$ cat src/hw/rtl/tpt_pkg.sv
`timescale 1ns / 1ps
package tpt_pkg;

    localparam int NPHASE = 5;
    localparam int DIFF_W = 32;
    localparam int SUM_W  = 40;
    localparam int CORR_W = 46;
    localparam int THR_W  = 10;
    localparam int PROD_W = 56;

    typedef logic [2:0]              phase_t;
    typedef logic [SUM_W-1:0]        sum_t;
    typedef logic signed [CORR_W-1:0] corr_t;

    localparam phase_t PHASE_UNKNOWN = 3'd5;

    typedef enum logic [1:0] {
        REG_THRESHOLD  = 2'd0,
        REG_DEGHOST    = 2'd1,
        REG_WINDOW     = 2'd2,
        REG_INIT_PHASE = 2'd3
    } reg_idx_t;

    typedef enum logic [1:0] {
        ACT_DROP    = 2'd0,
        ACT_PASS    = 2'd1,
        ACT_DEGHOST = 2'd2
    } action_t;

    // Ranked correlation of one frame, handed to the output stage
    typedef struct packed {
        phase_t              pos;
        phase_t              best;
        corr_t               top;
        logic [CORR_W-1:0]   gap;
    } rank_t;

    localparam corr_t PLAIN_TAPS [NPHASE] = '{
        corr_t'(-4), corr_t'(1), corr_t'(1), corr_t'(1), corr_t'(1)
    };
    localparam corr_t GHOST_TAPS [NPHASE] = '{
        corr_t'(-2), corr_t'(-3), corr_t'(4), corr_t'(4), corr_t'(-3)
    };

    // (p + 4) mod 5
    function automatic phase_t prev_phase(input phase_t p);
        phase_t r;
        case (p)
            3'd0:    r = 3'd4;
            3'd1:    r = 3'd0;
            3'd2:    r = 3'd1;
            3'd3:    r = 3'd2;
            3'd4:    r = 3'd3;
            3'd5:    r = 3'd4;
            3'd6:    r = 3'd0;
            default: r = 3'd1;
        endcase
        return r;
    endfunction

    // (pos + 10 - ph) mod 5, for pos 0..4 and ph 0..5
    function automatic phase_t phase_offset(input phase_t pos, input phase_t ph);
        logic [3:0] v;
        v = 4'(pos) + 4'd10 - 4'(ph);
        if (v >= 4'd10) begin
            v = v - 4'd10;
        end else if (v >= 4'd5) begin
            v = v - 4'd5;
        end
        return phase_t'(v);
    endfunction

endpackage

$ cat src/hw/rtl/tpt_rank.sv
`timescale 1ns / 1ps
module tpt_rank
    import tpt_pkg::*;
(
    input  logic   aclk,
    input  logic   aresetn,
    input  logic   deghost_en,
    input  logic   in_valid,
    output logic   in_ready,
    input  phase_t in_pos,
    input  sum_t   in_sums [NPHASE],
    output logic   out_valid,
    input  logic   out_ready,
    output rank_t  out_data
);

    corr_t  term [NPHASE][NPHASE];
    corr_t  corr [NPHASE];

    logic   b_valid_reg;
    phase_t b_pos_reg;
    corr_t  b_corr_reg [NPHASE];

    logic   c_valid_reg;
    phase_t c_pos_reg;
    corr_t  c_corr_reg [NPHASE];
    phase_t c_best_reg;
    corr_t  c_top_reg;

    logic   d_valid_reg;
    rank_t  d_data_reg;

    logic   b_ready;
    logic   c_ready;
    logic   d_ready;

    phase_t best_idx;
    corr_t  best_val;
    corr_t  second_val;
    logic   second_found;

    assign d_ready  = !d_valid_reg || out_ready;
    assign c_ready  = !c_valid_reg || d_ready;
    assign b_ready  = !b_valid_reg || c_ready;
    assign in_ready = b_ready;

    // correlate the five sums against the pattern rotated to each phase
    for (genvar gf = 0; gf < NPHASE; gf++) begin : g_phase
        for (genvar gn = 0; gn < NPHASE; gn++) begin : g_slot
            localparam int K = (gn + NPHASE - gf) % NPHASE;
            corr_t slot_val;
            assign slot_val      = corr_t'(in_sums[gn]);
            assign term[gf][gn]  = deghost_en ? slot_val * GHOST_TAPS[K]
                                              : slot_val * PLAIN_TAPS[K];
        end
        assign corr[gf] = term[gf][0] + term[gf][1] + term[gf][2]
                        + term[gf][3] + term[gf][4];
    end

    // first maximum wins ties
    always_comb begin
        best_idx = '0;
        best_val = b_corr_reg[0];
        for (int n = 1; n < NPHASE; n++) begin
            if (b_corr_reg[n] > best_val) begin
                best_idx = phase_t'(n);
                best_val = b_corr_reg[n];
            end
        end
    end

    always_comb begin
        second_found = 1'b0;
        second_val   = '0;
        for (int n = 0; n < NPHASE; n++) begin
            if (phase_t'(n) != c_best_reg &&
                (!second_found || c_corr_reg[n] > second_val)) begin
                second_val   = c_corr_reg[n];
                second_found = 1'b1;
            end
        end
    end

    always_ff @(posedge aclk) begin
        if (!aresetn) begin
            b_valid_reg <= 1'b0;
            c_valid_reg <= 1'b0;
            d_valid_reg <= 1'b0;
        end else begin
            if (b_ready) begin
                b_valid_reg <= in_valid;
            end
            if (c_ready) begin
                c_valid_reg <= b_valid_reg;
            end
            if (d_ready) begin
                d_valid_reg <= c_valid_reg;
            end
        end
    end

    always_ff @(posedge aclk) begin
        if (b_ready && in_valid) begin
            b_pos_reg  <= in_pos;
            b_corr_reg <= corr;
        end
        if (c_ready && b_valid_reg) begin
            c_pos_reg  <= b_pos_reg;
            c_corr_reg <= b_corr_reg;
            c_best_reg <= best_idx;
            c_top_reg  <= best_val;
        end
        if (d_ready && c_valid_reg) begin
            d_data_reg.pos  <= c_pos_reg;
            d_data_reg.best <= c_best_reg;
            d_data_reg.top  <= c_top_reg;
            d_data_reg.gap  <= c_top_reg - second_val;
        end
    end

    assign out_valid = d_valid_reg;
    assign out_data  = d_data_reg;

    a_gap_nonneg: assert property (@(posedge aclk) disable iff (!aresetn)
        d_valid_reg |-> !d_data_reg.gap[CORR_W-1])
        else $error("ranked gap is negative");

    a_best_range: assert property (@(posedge aclk) disable iff (!aresetn)
        c_valid_reg |-> c_best_reg < phase_t'(NPHASE))
        else $error("best phase out of range");

    a_best_is_max: assert property (@(posedge aclk) disable iff (!aresetn)
        c_valid_reg |-> (c_top_reg >= c_corr_reg[0]) && (c_top_reg >= c_corr_reg[1]) &&
                        (c_top_reg >= c_corr_reg[2]) && (c_top_reg >= c_corr_reg[3]) &&
                        (c_top_reg >= c_corr_reg[4]))
        else $error("best score below another phase");

endmodule

$ cat config.mk
export PLATFORM = sky130hd
export DESIGN_NAME = tpt_rank
export DESIGN_NICKNAME = d
export VERILOG_FILES = /design/src/hw/rtl/tpt_pkg.sv /design/src/hw/rtl/tpt_rank.sv
export SDC_FILE = /design/constraint.sdc
export NUM_CORES = 2
export LEC_CHECK = 0
export CAP_MARGIN = 10
export CORE_MARGIN = 8
export CORE_UTILIZATION = 62
export DETAILED_ROUTE_END_ITERATION = 6
export DONT_BUFFER_PORTS = 1
export HOLD_SLACK_MARGIN = 0.08
export MAX_ROUTING_LAYER = met4
export PLACE_DENSITY = 0.76
export RECOVER_POWER = 50
export REMOVE_ABC_BUFFERS = 1
export SLEW_MARGIN = 0
export SYNTH_ARGS = -nofsm -noshare
export SYNTH_HDL_FRONTEND = slang
export SYNTH_SLANG_ARGS = --single-unit
$ cat constraint.sdc
create_clock -name aclk -period 53 [get_ports aclk]
set_clock_uncertainty 0.05 [all_clocks]
set_input_delay 13.25 -clock aclk [delete_from_list [all_inputs] [get_ports aclk]]
set_output_delay 13.25 -clock aclk [all_outputs]
set_load 0.05 [all_outputs]
==> qor.txt <==
outcome = finished, violations left
failing checks = DRC, capacitance limit, slew limit
register area = 18,500 um^2
vias = 74,800
Max Fclk = 36.5 MHz
multi-input logic area = 63,400 um^2
Yosys top cell area share = 21.4%
setup TNS = 0 ns
Post-synth top cells = 1,245 x ha_1, 849 x nand2_1, 842 x inv_1
Die Y = 389 um
GRT Total Usage = 39.1%
post-DR vias/cell = 6.77
main area contributors after synthesis = edfxtp_1 21%, ha_1 18%, fa_1 15%, a21o_1 4.5%, a21oi_1 4.1%
first drt pass iteration count = 7
Post-Route WL = 302,000 um
most numerous cell in the Yosys netlist = ha_1
CTS Buf Count = 50
routability cong. = 1.08
detailed-route wire length per cell = 27.3 um
root buf cell = clkbuf_16
TritonCTS clock tree = built
core area = 139,000 um^2
Seq cells post-synth = 616
# clock sinks = 616
Synth async-reset ratio = 0%
GRT overflow = 0
initial antenna violation count = 32
port buffer count = 0
Seq/Total Area, Yosys = 21.4%
FILL cells = 11,300
layout cell share with drive strength beyond 1 = 2.66%
Unique masters post-synth = 84
Slowest-stage cell, CP = nand3_1
Min Clock Period, post-route = 27.38 ns
die area = 151,000 um^2
nets@finish = 11,300
clk buf depth = 3
Setup Fix Bufs, Post-CTS = 0
leading area contributor after synthesis = edfxtp_1
Netlist Area Pre-Place = 86,200 um^2
CP cell instances = nor2b_1 > nand3_1
cts repair resizes = 0
cell family with most CP delay = simple AND/OR/NAND/NOR gates
H-tree levels = 2
largest net degree at the start of global routing = 914
Worst Path Max Fanout = 6
Syn-to-layout area delta = 3.72%
DRC viols = 1
Worst EP required = 39.70 ns
Setup violations, final = 0
worst r2r src = c_best_reg[1]$_SDFFCE_PP0P_
final hold violations = 0
first-pass GRT wire length = 436,000 um
Slew Limit Fails = 1,135
Die W = 389 um
row count = 137
CP endpoint kind = primary output
Worst-Skew Late Latency = 0.62 ns
crit start category = input port
Routed Antenna Nets = 0
Ys Warns = 0
EDFF count, synth = 613
Worst-Margin Slew = 4.17 ns
Hold Path Origin = b_pos_reg[0]$_DFFE_PP_
max-cap violations = 6
slowest cell delay on critical path = 0.53 ns
IO Count = 308
Critical Path AT = 14.08 ns
WP buf/inv = 0
Initial Utilization = 62.1%
DR iter-0 viols = 9,002
r2r endpoint = out_data[45]$_DFFE_PP_
relative slew slack = -178%
hold path endpoint = c_pos_reg[0]$_DFFE_PP_
Post-Syn Instances = 9,436
Min-Delay Path Class = reg -> reg
Primary FF master, synth = edfxtp_1
FF-to-FF path depth = 59
CP Class = in -> out
RSZ-0062 raised after global routing = false
Mapped Avg Cell Area = 9.13 um^2
R2R setup slack = 33.93 ns
placed wire-length estimate = 257,000 um
vias in the first global route = 71,500
crit share post-route = 51.7%
Hold Crit Depth = 0
Hold Buf Count CTS = 0
Worst-path clk slew = 0.07 ns
per-layer routing:
layer	global-route usage [%]	vias to the layer above	share of wire (%)	routed length, um
met1	51.5	36200	40	120000
li1	-	33600	-	-
met4	10.1	0	3.2	9740
met2	56.4	4489	41	124000
met5	-	-	0	0
met3	15.4	499	16	47800
stage by stage:
stage                     hold WS, ns  std cells  setup WS, ns  utilization [%]  cell area, um^2
after floorplan                 0.350       9100         17.97                -            84900
after global placement          0.351      11000         25.33             63.2            87600
after detailed placement        0.356      11000         25.26             63.2            87600
after CTS                       0.372      11000         25.26             64.5            89400
after global routing            0.374      11100         25.57             64.4            89400
final                           0.371      11100         25.62             64.5            89400
worst max-delay path by stage:
stage | startpoint | end | slack, ns | depth (start not counted)
finish | out_ready | in_ready | 25.62 | 2
global route | out_ready | in_ready | 25.57 | 2
CTS | out_ready | in_ready | 25.26 | 2
detailed placement | out_ready | in_ready | 25.26 | 2
global placement | out_ready | in_ready | 25.33 | 2
floorplan | out_ready | c_best_reg[0]$_SDFFCE_PP0P_ | 17.97 | 2
cells in the final DEF (no fill, tap or decap), types with 40 or more instances in the layout:
cell type  count
nor2_1       611
mux2_2        58
ha_1        1244
edfxtp_1     613
fa_1         646
o311ai_0      53
xor2_1       112
nor2b_1       62
o21a_1       128
nand3_1      197
and3_1        68
nand4b_1      47
o2111ai_1     57
buf_4         40
o21ai_0      577
a31oi_1       76
a21oi_1      710
mux2i_1      165
a21o_1       516
o211ai_1      63
nand2b_1      80
inv_1        841
xnor2_1      387
nor3_1       151
a211oi_1      60
o22ai_1       41
nand2_1      849
nor4_1        44
clkbuf_16     53
o31ai_1       41
o21bai_1      63
nand4_1      115
kinds of logic (layout without fill, tap and decap cells):
family / count (synthesis) / after routing / synth area share [%]
AO/OA/AOI/OAI: 2625 / 2625 / 19.5
XOR/XNOR: 502 / 502 / 5.15
adder cells (fa/ha/maj): 1891 / 1891 / 33.1
buffers and inverters: 1178 / 978 / 5.16
flip-flops: 616 / 616 / 21.4
multiplexers: 223 / 223 / 2.67
other: 0 / 10 / 0
AND/OR/NAND/NOR: 2401 / 2401 / 13.0
area by class of cell:
| cell class | count | share of cell area, % |
|---|---|---|
| Inverter | 842 | 3.54 |
| Clock buffer | 57 | 1.50 |
| Sequential cell | 616 | 20.7 |
| Timing Repair Buffer | 45 | 0.375 |
| Clock inverter | 34 | 0.470 |
| Tap cell | 1807 | 2.53 |
| Multi-Input combinational cell | 7642 | 70.9 |
| Antenna cell | 10 | 0.0280 |
Power is not shown: default switching activity piles up to over one toggle a cycle in this logic, so the estimate is an artifact.
